`src/arut_pkg.sv`:
```
// Shared types and codes for the address region table.
`timescale 1ns / 1ps
`default_nettype none
package arut_pkg;

    typedef struct packed {
        logic        mode;
        logic [31:0] address;
        logic [31:0] length;
        logic [15:0] backer_id;
    } in_item_t;

    typedef struct packed {
        logic [2:0]  status;
        logic [3:0]  slot;
        logic [31:0] region_start;
        logic [32:0] region_size;
        logic [15:0] region_backer;
    } out_item_t;

    localparam logic MODE_ADD  = 1'b0;
    localparam logic MODE_FIND = 1'b1;

    localparam logic [2:0] STAT_OK       = 3'd0;
    localparam logic [2:0] STAT_OVERLAP  = 3'd1;
    localparam logic [2:0] STAT_FULL     = 3'd2;
    localparam logic [2:0] STAT_NOTFOUND = 3'd3;
    localparam logic [2:0] STAT_BADRANGE = 3'd4;

    typedef enum logic [1:0] {
        ST_IDLE,
        ST_SCAN,
        ST_DRAIN,
        ST_FINISH
    } ctrl_state_t;

    typedef struct packed {
        logic load;
        logic issue;
        logic finish;
    } ctrl_cmd_t;

endpackage
`default_nettype wire

```
`src/address_region_table_top.sv`:
```
// Top level of the address region table: controller plus datapath.
// A new request is taken only after the previous one has finished; its scan reads one
// table entry per cycle through the single memory read port.
// The result register frees the input side: a new request is taken while a result waits.
// Reset clears all entry valid bits at once; entry contents are undefined until written.
`timescale 1ns / 1ps
`default_nettype none
module address_region_table_top #(
    parameter int TABLE_ENTRIES = 16,
    parameter int PAGE_BITS     = 12,
    parameter int ADDR_BITS     = 32
) (
    input  wire                  clk,
    input  wire                  rst_n,
    input  wire                  req_valid,
    output logic                 req_stall,
    input  wire arut_pkg::in_item_t req,
    output logic                 rsp_valid,
    input  wire                  rsp_stall,
    output arut_pkg::out_item_t  rsp
);
    import arut_pkg::*;

    localparam int IW = (TABLE_ENTRIES > 1) ? $clog2(TABLE_ENTRIES) : 1;

    ctrl_cmd_t     cmd;
    logic [IW-1:0] idx;

    arut_ctrl #(
        .TABLE_ENTRIES (TABLE_ENTRIES),
        .IW            (IW)
    ) u_ctrl (
        .clk       (clk),
        .rst_n     (rst_n),
        .req_valid (req_valid),
        .req_stall (req_stall),
        .rsp_valid (rsp_valid),
        .rsp_stall (rsp_stall),
        .cmd       (cmd),
        .idx       (idx)
    );

    arut_dp #(
        .TABLE_ENTRIES (TABLE_ENTRIES),
        .PAGE_BITS     (PAGE_BITS),
        .ADDR_BITS     (ADDR_BITS),
        .IW            (IW)
    ) u_dp (
        .clk   (clk),
        .rst_n (rst_n),
        .req   (req),
        .cmd   (cmd),
        .idx   (idx),
        .rsp   (rsp)
    );

endmodule
`default_nettype wire

```
`src/arut_ctrl.sv`:
```
// Controller: sequences the table scan and owns both handshakes.
`timescale 1ns / 1ps
`default_nettype none
module arut_ctrl #(
    parameter int TABLE_ENTRIES = 16,
    parameter int IW            = 4
) (
    input  wire                  clk,
    input  wire                  rst_n,
    input  wire                  req_valid,
    output logic                 req_stall,
    output logic                 rsp_valid,
    input  wire                  rsp_stall,
    output arut_pkg::ctrl_cmd_t  cmd,
    output logic [IW-1:0]        idx
);
    import arut_pkg::*;

    ctrl_state_t   state_reg, state_next;
    logic [IW-1:0] cnt_reg, cnt_next;
    logic          rsp_valid_reg, rsp_valid_next;
    logic          last_entry;
    logic          out_free;

    assign last_entry = (cnt_reg == IW'(TABLE_ENTRIES - 1));
    assign out_free   = !rsp_valid_reg || !rsp_stall;

    always_ff @(posedge clk or negedge rst_n)
    begin
        if (!rst_n)
        begin
            state_reg     <= ST_IDLE;
            cnt_reg       <= '0;
            rsp_valid_reg <= 1'b0;
        end
        else
        begin
            state_reg     <= state_next;
            cnt_reg       <= cnt_next;
            rsp_valid_reg <= rsp_valid_next;
        end
    end

    always_comb
    begin
        state_next     = state_reg;
        cnt_next       = cnt_reg;
        rsp_valid_next = rsp_valid_reg && rsp_stall;
        cmd            = '0;
        req_stall      = 1'b1;
        case (state_reg)
            ST_IDLE:
            begin
                req_stall = 1'b0;
                if (req_valid)
                begin
                    cmd.load   = 1'b1;
                    cnt_next   = '0;
                    state_next = ST_SCAN;
                end
            end
            ST_SCAN:
            begin
                cmd.issue = 1'b1;
                cnt_next  = cnt_reg + IW'(1);
                if (last_entry)
                begin
                    cnt_next   = '0;
                    state_next = ST_DRAIN;
                end
            end
            ST_DRAIN:
            begin
                // let the last read entry reach the compare stage
                state_next = ST_FINISH;
            end
            ST_FINISH:
            begin
                // hold until the result register is free
                if (out_free)
                begin
                    cmd.finish     = 1'b1;
                    rsp_valid_next = 1'b1;
                    state_next     = ST_IDLE;
                end
            end
            default:
            begin
                state_next = ST_IDLE;
            end
        endcase
    end

    assign idx       = cnt_reg;
    assign rsp_valid = rsp_valid_reg;

`ifndef SYNTHESIS
    a_accept_starts_scan: assert property (@(posedge clk) disable iff (!rst_n)
        (req_valid && !req_stall) |=> (state_reg == ST_SCAN && cnt_reg == '0))
        else $error("accepted request did not start a scan at entry zero");

    a_busy_stalls: assert property (@(posedge clk) disable iff (!rst_n)
        (state_reg != ST_IDLE) |-> req_stall)
        else $error("request taken while a scan is in progress");

    a_finish_posts_result: assert property (@(posedge clk) disable iff (!rst_n)
        cmd.finish |=> (rsp_valid && state_reg == ST_IDLE))
        else $error("finished request did not post a result");
`endif

endmodule
`default_nettype wire

```
`src/arut_dp.sv`:
```
// Datapath: region table memory, request registers, compare stage and result register.
`timescale 1ns / 1ps
`default_nettype none
module arut_dp #(
    parameter int TABLE_ENTRIES = 16,
    parameter int PAGE_BITS     = 12,
    parameter int ADDR_BITS     = 32,
    parameter int IW            = 4
) (
    input  wire                  clk,
    input  wire                  rst_n,
    input  wire arut_pkg::in_item_t  req,
    input  wire arut_pkg::ctrl_cmd_t cmd,
    input  wire [IW-1:0]         idx,
    output arut_pkg::out_item_t  rsp
);
    import arut_pkg::*;

    localparam int SPW   = ADDR_BITS - PAGE_BITS;
    localparam int CPW   = 33 - PAGE_BITS;
    localparam int EW    = ((SPW > CPW) ? SPW : CPW) + 1;
    localparam int EBITS = SPW + CPW + 16;
    localparam logic [EW-1:0] SPACE_PAGES = {{(EW-1){1'b0}}, 1'b1} << SPW;

    // request decode
    logic [ADDR_BITS+31:0] addr_ext;
    logic [ADDR_BITS-1:0]  addr_in;
    logic [SPW-1:0]        page_in;
    logic [32:0]           len_round;
    logic [CPW-1:0]        pages_in;
    logic [EW-1:0]         end_in;
    logic                  bad_in;

    assign addr_ext  = {32'd0, req.address};
    assign addr_in   = addr_ext[ADDR_BITS-1:0];
    assign page_in   = addr_in[ADDR_BITS-1:PAGE_BITS];
    assign len_round = {1'b0, req.length} + 33'((64'd1 << PAGE_BITS) - 64'd1);
    assign pages_in  = len_round[32:PAGE_BITS];
    assign end_in    = EW'(page_in) + EW'(pages_in);
    assign bad_in    = (req.length == 32'd0) || (end_in > SPACE_PAGES);

    logic                     mode_reg;
    logic [SPW-1:0]           key_reg;
    logic [CPW-1:0]           pages_reg;
    logic [EW-1:0]            end_reg;
    logic [15:0]              backer_reg;
    logic                     bad_reg;

    logic [EBITS-1:0]         mem [TABLE_ENTRIES];
    logic [TABLE_ENTRIES-1:0] valid_reg;

    logic                     rd_en_reg;
    logic                     rd_valid_reg;
    logic [IW-1:0]            rd_idx_reg;
    logic [EBITS-1:0]         rd_entry_reg;

    logic                     hit_reg;
    logic [IW-1:0]            hit_idx_reg;
    logic [EBITS-1:0]         hit_entry_reg;
    logic                     free_found_reg;
    logic [IW-1:0]            free_idx_reg;

    out_item_t                rsp_reg;

    // compare stage
    logic [SPW-1:0] rd_start;
    logic [CPW-1:0] rd_count;
    logic [EW-1:0]  e_start, e_end, key_w;
    logic           overlaps, holds, match, is_free;

    assign rd_start = rd_entry_reg[EBITS-1 -: SPW];
    assign rd_count = rd_entry_reg[CPW+15:16];
    assign e_start  = EW'(rd_start);
    assign e_end    = e_start + EW'(rd_count);
    assign key_w    = EW'(key_reg);
    assign overlaps = (key_w < e_end) && (e_start < end_reg);
    assign holds    = (e_start <= key_w) && (key_w < e_end);
    assign match    = rd_en_reg && rd_valid_reg && ((mode_reg == MODE_FIND) ? holds : overlaps);
    assign is_free  = rd_en_reg && !rd_valid_reg;

    // result selection
    logic [2:0]            res_status;
    logic                  res_write;
    logic [IW-1:0]         sel_idx;
    logic [SPW-1:0]        sel_page;
    logic [CPW-1:0]        sel_count;
    logic [15:0]           sel_backer;
    logic [ADDR_BITS-1:0]  start_full;
    logic [ADDR_BITS+31:0] start_ext;
    logic [IW+3:0]         slot_ext;

    always_comb
    begin
        res_status = STAT_OK;
        res_write  = 1'b0;
        sel_idx    = free_idx_reg;
        sel_page   = key_reg;
        sel_count  = pages_reg;
        sel_backer = backer_reg;
        if (mode_reg == MODE_ADD)
        begin
            if (bad_reg)
                res_status = STAT_BADRANGE;
            else if (hit_reg)
                res_status = STAT_OVERLAP;
            else if (!free_found_reg)
                res_status = STAT_FULL;
            else
                res_write = 1'b1;
        end
        else
        begin
            sel_idx    = hit_idx_reg;
            sel_page   = hit_entry_reg[EBITS-1 -: SPW];
            sel_count  = hit_entry_reg[CPW+15:16];
            sel_backer = hit_entry_reg[15:0];
            if (!hit_reg)
                res_status = STAT_NOTFOUND;
        end
    end

    assign start_full = {sel_page, {PAGE_BITS{1'b0}}};
    assign start_ext  = {32'd0, start_full};
    assign slot_ext   = {4'd0, sel_idx};

    always_ff @(posedge clk or negedge rst_n)
    begin
        if (!rst_n)
        begin
            valid_reg      <= '0;
            rd_en_reg      <= 1'b0;
            hit_reg        <= 1'b0;
            free_found_reg <= 1'b0;
        end
        else
        begin
            rd_en_reg <= cmd.issue;
            if (cmd.load)
            begin
                hit_reg        <= 1'b0;
                free_found_reg <= 1'b0;
            end
            else
            begin
                // keep the lowest-numbered hit and free slot
                if (match && !hit_reg)
                    hit_reg <= 1'b1;
                if (is_free && !free_found_reg)
                    free_found_reg <= 1'b1;
            end
            if (cmd.finish && res_write)
                valid_reg[free_idx_reg] <= 1'b1;
        end
    end

    always_ff @(posedge clk)
    begin
        if (cmd.load)
        begin
            mode_reg   <= req.mode;
            key_reg    <= page_in;
            pages_reg  <= pages_in;
            end_reg    <= end_in;
            backer_reg <= req.backer_id;
            bad_reg    <= bad_in;
        end
        if (cmd.issue)
        begin
            rd_idx_reg   <= idx;
            rd_valid_reg <= valid_reg[idx];
        end
        if (match && !hit_reg)
        begin
            hit_idx_reg   <= rd_idx_reg;
            hit_entry_reg <= rd_entry_reg;
        end
        if (is_free && !free_found_reg)
            free_idx_reg <= rd_idx_reg;
        if (cmd.finish)
        begin
            rsp_reg.status <= res_status;
            if (res_status == STAT_OK)
            begin
                rsp_reg.slot          <= slot_ext[3:0];
                rsp_reg.region_start  <= start_ext[31:0];
                rsp_reg.region_size   <= {sel_count, {PAGE_BITS{1'b0}}};
                rsp_reg.region_backer <= sel_backer;
            end
            else
            begin
                rsp_reg.slot          <= '0;
                rsp_reg.region_start  <= '0;
                rsp_reg.region_size   <= '0;
                rsp_reg.region_backer <= '0;
            end
        end
    end

    // table memory: one read port for the scan, one write at finish
    always_ff @(posedge clk)
    begin
        if (cmd.issue)
            rd_entry_reg <= mem[idx];
        if (cmd.finish && res_write)
            mem[free_idx_reg] <= {key_reg, pages_reg, backer_reg};
    end

    assign rsp = rsp_reg;

`ifndef SYNTHESIS
    a_write_free_slot: assert property (@(posedge clk) disable iff (!rst_n)
        (cmd.finish && res_write) |-> (free_found_reg && !valid_reg[free_idx_reg]))
        else $error("region stored into an occupied slot");
`endif

endmodule
`default_nettype wire
```
`config.mk`:
```
export PLATFORM = sky130hd
export DESIGN_NAME = address_region_table_top
export DESIGN_NICKNAME = d
export VERILOG_FILES = /design/src/arut_pkg.sv /design/src/address_region_table_top.sv /design/src/arut_ctrl.sv /design/src/arut_dp.sv
export SDC_FILE = /design/constraint.sdc
export NUM_CORES = 1
export LEC_CHECK = 0
export BUFFER_PORTS_ARGS = -buffer_cell sky130_fd_sc_hd__clkbuf_2
export CAP_MARGIN = 0
export CELL_PAD_IN_SITES_DETAIL_PLACEMENT = 1
export CELL_PAD_IN_SITES_GLOBAL_PLACEMENT = 1
export CORE_UTILIZATION = 32
export DETAILED_ROUTE_END_ITERATION = 12
export PLACE_DENSITY = 0.48
export SLEW_MARGIN = 10
export SYNTH_ARGS = -nofsm -noshare
export SYNTH_HDL_FRONTEND = slang
export SYNTH_HIERARCHICAL = 1
export SYNTH_SLANG_ARGS = --single-unit
export TNS_END_PERCENT = 20
```
`constraint.sdc`:
```
create_clock -name clk -period 22.4 [get_ports clk]
set_input_delay 1.12 -clock clk [delete_from_list [all_inputs] [get_ports clk]]
set_output_delay 1.12 -clock clk [all_outputs]
set_load 0.01 [all_outputs]
```
; ---- Yosys cells after proc, flatten, opt, wreduce, memory -nomap -nowiden
; Memory sizes are Yosys's and may differ from the RTL's. A register that Yosys moved wholly into a read port is not among the register bits.
; Cells that the tools add are included.
[word_totals]
ff_bits = 265
latch_bits = 0
mem_bits_ro = 0
memories = 1
in_bits = 85
output_inout_bits = 90
ramBits = 912
wordCells = 109
[mem_list]
columns = name, words, width, rd, rd_ports_with_merged_regs, write_ports, line
row1 = u_dp.mem, 16, 57, 1, 1, 1, arut_dp.sv:49  ; logic [EBITS-1:0] mem [TABLE_ENTRIES];
[op_classes]
n_eq_ne = 7
n_mul = 0
n_div = 0
magnitude_cmp = 7
shifts = 0
add_sub_neg = 4
reduce_logical = 25
n_bitwise = 1
muxes = 39
[op_table]
columns = operator, n
row1 = 20-bit by 21-bit adder with 22-bit output, 2
row2 = 20-bit by 22-bit < comparator with 1-bit output, 2
row3 = 32-bit by 12-bit adder with 33-bit output (second input constant), 1
row4 = 32-bit zero test, 1
row5 = 22-bit by 21-bit > comparator with 1-bit output (second input constant), 1
row6 = 1-bit 2-to-1 mux, 21
row7 = 21-bit 2-to-1 mux, 1
row8 = 20-bit <= comparator, 1
row9 = 20-bit 2-to-1 mux, 1
row10 = 16-bit 2-to-1 mux, 1
row11 = 16-bit OR, 1
row12 = 4-bit 2-to-1 mux, 3
row13 = 1-bit logical AND, 10
row14 = 4-bit by 5-bit < comparator with 1-bit output (second input constant), 2
row15 = 2-bit 2-to-1 mux, 5
row16 = 3-bit 2-to-1 mux, 3
row17 = 2-bit case mux with 4 select lines, 1
row18 = 4-bit case mux with 2 select lines, 1
row19 = 2-bit nonzero test, 3
row20 = 1-bit zero test, 5
row21 = 4-bit by 1-bit adder with 4-bit output (second input constant), 1
row22 = 1-bit binary-select mux with 4-bit select, 1
row23 = 1-bit demux with 4-bit select, 1
row24 = 2-bit equality test (second input constant), 2
row25 = 10 further kinds, 12

; ---- Longest topological paths before layout
; Gate-level depths: netlist of run 1.
[logic_depth]
depth_word = 8
ltp_mapped = 20
depth_no_buf = 20

; ---- By module
; Netlist of run 1, hierarchy kept.
[by_module_without_submodules]
columns = mod, cells_per_inst, instances, seq_area_each_um2, area_per_inst_um2
row1 = arut_dp, 2293, 1, 36029.6, 47959.7
row2 = arut_ctrl, 43, 1, 175.2, 427.9

; ---- Worst setup path before layout of run 1
; OpenSTA, ideal clock, no wires.
[synth_path]
path_kind = input to register
startpoint = input port rsp_stall
endpoint = register u_dp.valid_reg[0]
setup_time_ns = 0.089
slack_ns = 11.208
required_ns = 22.311
path_buffers = 0
arrival_time_ns = 11.104
stages = 6
path_cell_list = a21boi_0 > nand3_1 > nor3_1 > nand2b_1 > nor3_1 > or2_2
[synth_via]
elab_chain_cells = 5
[synth_lines]
columns = item, line
row1 = "start, declared", address_region_table_top.sv:19  ; input wire rsp_stall,
row2 = 1-bit zero test, arut_ctrl.sv:26  ; assign out_free = !rsp_valid_reg || !rsp_stall;
row3 = 1-bit logical OR, arut_ctrl.sv:26
row4 = 1-bit 2-to-1 mux, arut_ctrl.sv:80  ; if (out_free)
row5 = 1-bit 2-to-1 mux, arut_ctrl.sv:51  ; case (state_reg)
row6 = 1-bit logical AND, arut_dp.sv:151  ; if (cmd.finish && res_write)
row7 = "end signal, assigned", arut_dp.sv:130  ; valid_reg <= '0;
row8 = "end signal, assigned by index", arut_dp.sv:152  ; valid_reg[free_idx_reg] <= 1'b1;
row9 = "end, declared", arut_dp.sv:50  ; logic [TABLE_ENTRIES-1:0] valid_reg;
; Every way passes these cells.
; A chain may end at the register's enable or synchronous reset.

; ---- Worst setup path in the final report of run 1
[layout_path]
startpoint = register u_dp.rd_entry_reg[37] (read register of u_dp.mem)
endpoint = register u_dp.hit_entry_reg[29], enable pin
[layout_via]
elab_chain_cells = 6
word_cells_on_any_way = 9
classes_between = 1 x add/sub / 3 x order compare / 1 x mux / 4 x reduce/logical
[layout_lines]
columns = item, line
row1 = "start, declared", arut_dp.sv:55  ; logic [EBITS-1:0] rd_entry_reg;
row2 = 20-bit by 21-bit adder with 22-bit output, arut_dp.sv:74  ; assign e_end = e_start + EW'(rd_count);
row3 = 20-bit by 22-bit < comparator with 1-bit output, "arut_dp.sv:76, arut_dp.sv:77"
row4 = 1-bit logical AND (on tied branches), "arut_dp.sv:76, arut_dp.sv:77"
row5 = 1-bit 2-to-1 mux *, arut_dp.sv:78  ; assign match = rd_en_reg && rd_valid_reg && ((mode_reg == MODE_FIND) ? holds : overlaps);
row6 = 1-bit logical AND *, arut_dp.sv:78
row7 = 1-bit logical AND *, arut_dp.sv:172  ; if (match && !hit_reg)
row8 = "end signal, assigned", arut_dp.sv:175  ; hit_entry_reg <= rd_entry_reg;
row9 = "end, declared", arut_dp.sv:59  ; logic [EBITS-1:0] hit_entry_reg;
; Mark *: on every way between the ends. The rest lies on a longest branch, timed or not.

==> results of run 1 <==
-- layer usage --
metal	vias to the layer above	wire (um)
met2	526	67200
met4	10	3500
met5	-	60
met1	13100	61600
li1	10100	-
met3	212	5370
-- synthesized netlist by cell type (8+ instances only) --
master    count  area, um2
dfrtp_1      26        651
nor4_1        8       50.1
xor2_1       23        201
mux4_2      290       6530
ha_1        103       1290
nor2_1      119        447
nand2b_1      9       56.3
xnor2_1      32        280
a21o_1       30        225
buf_1        20       75.1
nand3_1      26        130
nand4_1      11       68.8
mux2i_1      62        621
buf_4        24        180
nand2_1      34        128
inv_1        66        248
or2_2        16        100
clkbuf_1     62        233
edfxtp_1   1184      35600
o21ai_0      18       90.1
a21oi_1      40        200
nor3_1       18       90.1
-- area by class of cell --
class                   count  area [um2]  area share, %
diodes                      3        7.51         0.0134
clock buffers             176        3680           6.56
clock inverters            70         639           1.14
inverters                  66         248          0.442
multi-input cells         976       11700           20.8
flip-flops and latches   1210       36200           64.6
well taps                2016        2520           4.50
repair buffers            192        1100           1.95
-- stage by stage --
step / setup WS, ns / util (%) / instance area (um2)
2_1_floorplan: 11.21 / - / 48500
3_3_place_gp: 16.18 / 34.5 / 51800
3_5_place_dp: 16.14 / 34.5 / 51800
4_1_cts: 16.31 / 37.4 / 56100
5_1_grt: 15.95 / 37.4 / 56100
6_report: 16.38 / 37.4 / 56100
-- cells by family after synthesis --
kind of cell	after synthesis	synth area share (%)
AOI/OAI and AO/OA	163	2.31
buffers and inverters	173	1.53
xor gates and xnor gates	55	0.996
adders and majority gates	105	2.75
muxes	354	14.8
other	1	0.00775
DFF	1210	74.8
and+or+nand+nor	275	2.76
-- power groups by stage --
stage / clock [mW] / combinational (mW) / sequential (mW)
after floorplan: 0 / 1.21 / 2.97
after global placement: 0 / 1.66 / 3.10
after detailed placement: 0 / 1.69 / 3.11
after CTS: 2.24 / 1.70 / 3.07
after global routing: 2.32 / 1.82 / 3.09
final: 2.18 / 1.66 / 3.06
-- path summary, 6_finish.rpt --
path                                           to  cells past startpoint
setup / recovery           u_dp/hit_entry_reg[29]                     21
hold / removal                u_dp/free_found_reg                      1
setup reg to reg           u_dp/hit_entry_reg[29]                     21
hold reg to reg             u_dp/hit_entry_reg[0]                      0
max in group asynchronous           u_ctrl/idx[0]                      1
min in group clk            u_dp/hit_entry_reg[0]                      0
==> flow_summary.ini, run 1 <==
[setup_path]
worstSetupPathType = reg2reg
crit_chain = ha_1 -> inv_1 -> fa_1 -> nor2b_1 -> o21ai_1 -> a21boi_1 -> o41ai_1 -> o41ai_1 -> a21o_1 -> a21o_1 -> a21oi_1 -> xor2_1 -> ha_1 -> a211o_1 -> a211oi_1 -> a2111oi_0 -> o21ai_0 -> a21oi_1 -> a31oi_1 -> nor2b_4 -> buf_4
crit_start = u_dp/rd_entry_reg[37]
cp.arrival_ns = 6.40
reg2reg_setup_slack_ns = 16.38
end_kind = flip-flop
cp-start-kind = flip-flop
cp_slowest_stage_delay_ns = 0.81
rr_startpoint = u_dp/rd_entry_reg[37]
slowest_stage = o41ai_1
path_buf_inv = 2
worst-path-max-fanout = 34
cp_top_family = compound AO/OA/AOI/OAI gates
worstPathRequired_ns = 22.78

[drt]
drt_iter0_markers = 2011
drt-total-wl_um = 138000
drtPass1Iterations = 5
routed_wire_length_per_instance_um = 29.3
vias = 24000
drc = 0
ant_nets = 0
vias_per_cell = 5.09

[timing]
fin_crit_ns = 6.02
setup_viol = 0
fin_crit_sh_pct = 26.9
final_max_slew_viol_count = 0
hold_violations = 0
fin_skew_ns = 0.0259
finalSetupTns_ns = 0
worst_pin_slew_ns = 1.02
max_freq_mhz = 166
hold_ws_ns = 0.419
grt_setup_unrepaired = false
relSlewSlack_pct = 31.6

[pwr]
ir_worst_vdd_mv = 0.0970
switching_share_pct = 29.9
clkPwrFrac_pct = 31.6
sequentialPowerShare_pct = 44.4
leakage_nw = 18.5
comb_power_share_pct = 24.1
finalPower_mw = 6.89
power.internal_mw = 4.83
power_density_nw_per_um2 = 123
switchingPower_mw = 2.06

[clock_network]
numCtsBuffers = 137
cts_sinks = 1210
clkLatencyLatePin_ns = 0.77
clkSlewWorstSetupHoldPaths_ns = 0.06
holdBufCountCts = 0
cts-resized-gates = 0
cts_root_buf = clkbuf_16
cts-htree-levels = 4
cts_buffer_depth = 3
post-cts-setup-buffer-count = 0
tritoncts = done

[global_routing]
grt_max_degree = 64
met2_usage_pct = 30.1
grt_pass1_wl_um = 196000
antenna_found_initial = 15
grt_pass1_vias = 26000
gr-usage-met3_pct = 3.11
use_met1_pct = 24.8
track_usage_pct = 18.3
busiest_layer = met2
grt_overflow = 0

[placement]
dpl.hpwl_um = 82000
io_buffers = 138
gp_congestion = 0.814
dp_cells = 4460

[yosys]
synth_ff_type = edfxtp_1
ys_warn_count = 6
ys_ff_latch = 1210
synth-async-reset-ratio_pct = 2.15
avgSynthCellArea_um2 = 20.7
netlist_area_um2 = 48400
synth_cells = 2336
synth_cell_types = 72
synth-edff-count = 1184
ys_seq_area_share_pct = 74.8

[floorplan]
die_h_um = 391
rows = 142
initial_core_util_pct = 32.3
die-width_um = 391
ios = 175
core_um2 = 150000
dieArea_um2 = 153000

[min_path]
hold_class = in2async

[finish]
largest_reg_flops = 912
fillers = 14500
final_net_count = 2773
layout_common_cells = edfxtp_1, mux4_2, clkbuf_16
layout_commonest_cell = edfxtp_1
instances_no_fill = 4709
area_delta_synth_final_pct = 15.9
drive_gt1_share_pct = 26.6

[status]
outcome = finished, final reports clean

[run]
maxCapViolations = 0
Note: power is estimated with default switching activity, not from simulation.
==> run 2: changes to the inputs <==
Settings changed: ABC_AREA from default to 1, PLACE_DENSITY 0.48 to 0.53.
Clock period 22.4 ns to 5.2 ns, I/O delays scaled along.
==> flow_summary.ini, run 2 <==
[timing]
relSlewSlack_pct = 31.0
fin_skew_ns = 0.0265
finalSetupTns_ns = 0
fin_ws_ns = 1.05
grt_setup_unrepaired = false
final_max_slew_viol_count = 0
max_freq_mhz = 241
worst_pin_slew_ns = 1.04
fin_crit_sh_pct = 79.8
setup_viol = 0
hold_violations = 0
fin_crit_ns = 4.15

[status]
outcome = finished, final reports clean

[finish]
utilization_pct = 37.5
drive_gt1_share_pct = 10.8
area_delta_synth_final_pct = 16.1
layout_common_cells = edfxtp_1, inv_1, nand2_1
final_net_count = 4286
fillers = 16600
layout_commonest_cell = edfxtp_1
largest_reg_flops = 912

[pwr]
power_density_nw_per_um2 = 529
switchingPower_mw = 10.9
comb_power_share_pct = 27.6
ir_worst_vdd_mv = 0.393
leakage_nw = 21.3
sequentialPowerShare_pct = 42.3
power.internal_mw = 20.5
switching_share_pct = 34.6
clkPwrFrac_pct = 30.1

[drt]
routed_wire_length_per_instance_um = 24.6
vias_per_cell = 5.02
vias = 31500
drt_iter0_markers = 2058
drc = 0
drtPass1Iterations = 5
ant_nets = 0
drt-total-wl_um = 155000

[setup_path]
worstPathRequired_ns = 5.59
rr_startpoint = u_dp/rd_entry_reg[16]
cp.arrival_ns = 4.54
end_kind = flip-flop
r2r-end = u_dp/hit_entry_reg[19]
cp-start-kind = flip-flop
worst-path-max-fanout = 61
worstSetupPathType = reg2reg
reg2reg_setup_slack_ns = 1.05
reg2reg_depth = 18

[clock_network]
cts_sinks = 1210
numCtsBuffers = 140
clkSlewWorstSetupHoldPaths_ns = 0.06
cts_root_buf = clkbuf_16
cts-htree-levels = 4
tritoncts = done
cts_buffer_depth = 3
clkLatencyLatePin_ns = 0.78

[min_path]
min_from = req[40]
hold_path_depth = 3
hold_path_end = u_dp/pages_reg[12]
hold_class = in2reg

[yosys]
avgSynthCellArea_um2 = 13.2
synth_ff_type = edfxtp_1
ys_warn_count = 6
ys_top_cells_by_count = edfxtp_1, inv_1, nand2_1
ys_seq_area_share_pct = 70.8
synth_area_leader_cell = edfxtp_1
synth_cells = 3881
netlist_area_um2 = 51200
synth-async-reset-ratio_pct = 2.15
synth_cell_types = 42
synth_top_area_share_pct = 69.5
synth.most_common_cell = edfxtp_1
ys_ff_latch = 1210
synth-edff-count = 1184
synthTopCellsByArea = edfxtp_1, mux2i_1, a21oi_1

[placement]
gp_congestion = 0.824
dpl.hpwl_um = 88000
io_buffers = 138
dp_slack_ns = 1.07

[global_routing]
antenna_found_initial = 4
grt_max_degree = 116
track_usage_pct = 19.0
grt_overflow = 0
grt_pass1_vias = 32100
grt_pass1_wl_um = 225000

[floorplan]
core_um2 = 159000
die-width_um = 402
die_h_um = 402
rows = 146
dieArea_um2 = 161000
ios = 175
initial_core_util_pct = 32.3

[run]
maxCapViolations = 0
## run 2: cell types whose count changed after synthesis, sizes merged, moves of 38 or more
cell / change
a21oi: +327
o211ai: +226
nand2: +371
o21ai: +284
nand3: +101
clkbuf: +38
mux2i: +166
buf: +65
nor2: +50
mux4: -290
inv: +338
## run 2: critical path, stage by stage, from the launching register on
cell and delay [ns]:
edfxtp_1 0.49, ha_1 0.24, inv_1 0.10, fa_1 0.22, inv_1 0.08, nand3_1 0.07
nand2_1 0.13, a31oi_1 0.31, o21ai_1 0.16, a21oi_1 0.27, o21ai_1 0.11, xnor2_1 0.21
ha_1 0.26, nand2_1 0.07, o21ai_0 0.08, a21oi_1 0.15, nor2_1 0.11, nor3_4 0.21
buf_12 0.44
## run 2: through the flow
step / power [mW] / std cells / hold slack, ns / instance area [um2]
floorplan: 18.9 / 3904 / -0.0356 / 51300
global placement: 22.2 / 5972 / 0.401 / 54500
detailed placement: 22.3 / 5972 / 0.395 / 54500
CTS: 31.9 / 6269 / 0.00440 / 59400
global route: 33.2 / 6271 / 0.0466 / 59400
finish: 31.4 / 6271 / 0.0570 / 59400
## run 2: how the worst max path moves through the flow
stage	startpoint	slack (ns)	depth (start not counted)	end
final	u_dp/rd_entry_reg[16]	1.05	18	u_dp/hit_entry_reg[19]
after global routing	u_dp/rd_entry_reg[39]	0.78	15	u_dp/hit_entry_reg[14]
after CTS	u_dp/rd_entry_reg[16]	1.06	18	u_dp/hit_entry_reg[14]
after detailed placement	u_dp/rd_entry_reg[39]	1.07	15	u_dp/hit_entry_reg[4]
after global placement	u_dp/rd_entry_reg[39]	1.00	16	u_dp/hit_entry_reg[7]
after floorplan	u_ctrl/state_reg[0]	-0.66	7	u_dp/mem[10][0]
## run 2: kinds of logic after synthesis
logic type      synth area share, %
xor+xnor                      0.651
flops                          70.8
simple gates                   6.24
buf+inv                        4.96
mux                            4.46
compound gates                 10.3
other cells                 0.00733
fa+ha+maj                      2.60
## run 2: area by class of cell
| type | count | area, um2 | share of cell area, % |
|---|---|---|---|
| Sequential cell | 1210 | 36200 | 61.0 |
| Tap cell | 2072 | 2590 | 4.36 |
| Clock inverter | 69 | 672 | 1.13 |
| Multi-Input combinational cell | 2079 | 12700 | 21.3 |
| Inverter | 405 | 1530 | 2.58 |
| Timing Repair Buffer | 260 | 2000 | 3.37 |
| Antenna cell | 2 | 5.00 | 0.00843 |
| Clock buffer | 174 | 3700 | 6.24 |
## run 2: power by group through the flow
| stage | Clock, mW | Combinational, mW | Sequential (mW) |
|---|---|---|---|
| 2_1_floorplan | 0 | 6.06 | 12.8 |
| 3_3_place_gp | 0 | 8.66 | 13.5 |
| 3_5_place_dp | 0 | 8.74 | 13.5 |
| 4_1_cts | 9.74 | 8.81 | 13.4 |
| 5_1_grt | 10.1 | 9.71 | 13.4 |
| 6_report | 9.47 | 8.66 | 13.3 |
## run 2: per-layer routing
| metal | up-vias | part of all wire [%] | GRT usage [%] |
|---|---|---|---|
| met5 | - | 0 | 0 |
| met4 | 0 | 1.8 | 4.74 |
| met3 | 170 | 2.8 | 2.25 |
| met2 | 449 | 49 | 32.1 |
| met1 | 16300 | 47 | 25.9 |
| li1 | 14500 | - | - |
## run 2: what timing repair did
action / CTS / global route
resized for setup: 0 / 0
hold endpoints to repair: 86 / 0
setup buffers: 0 / 0
hold buffers: 54 / 0
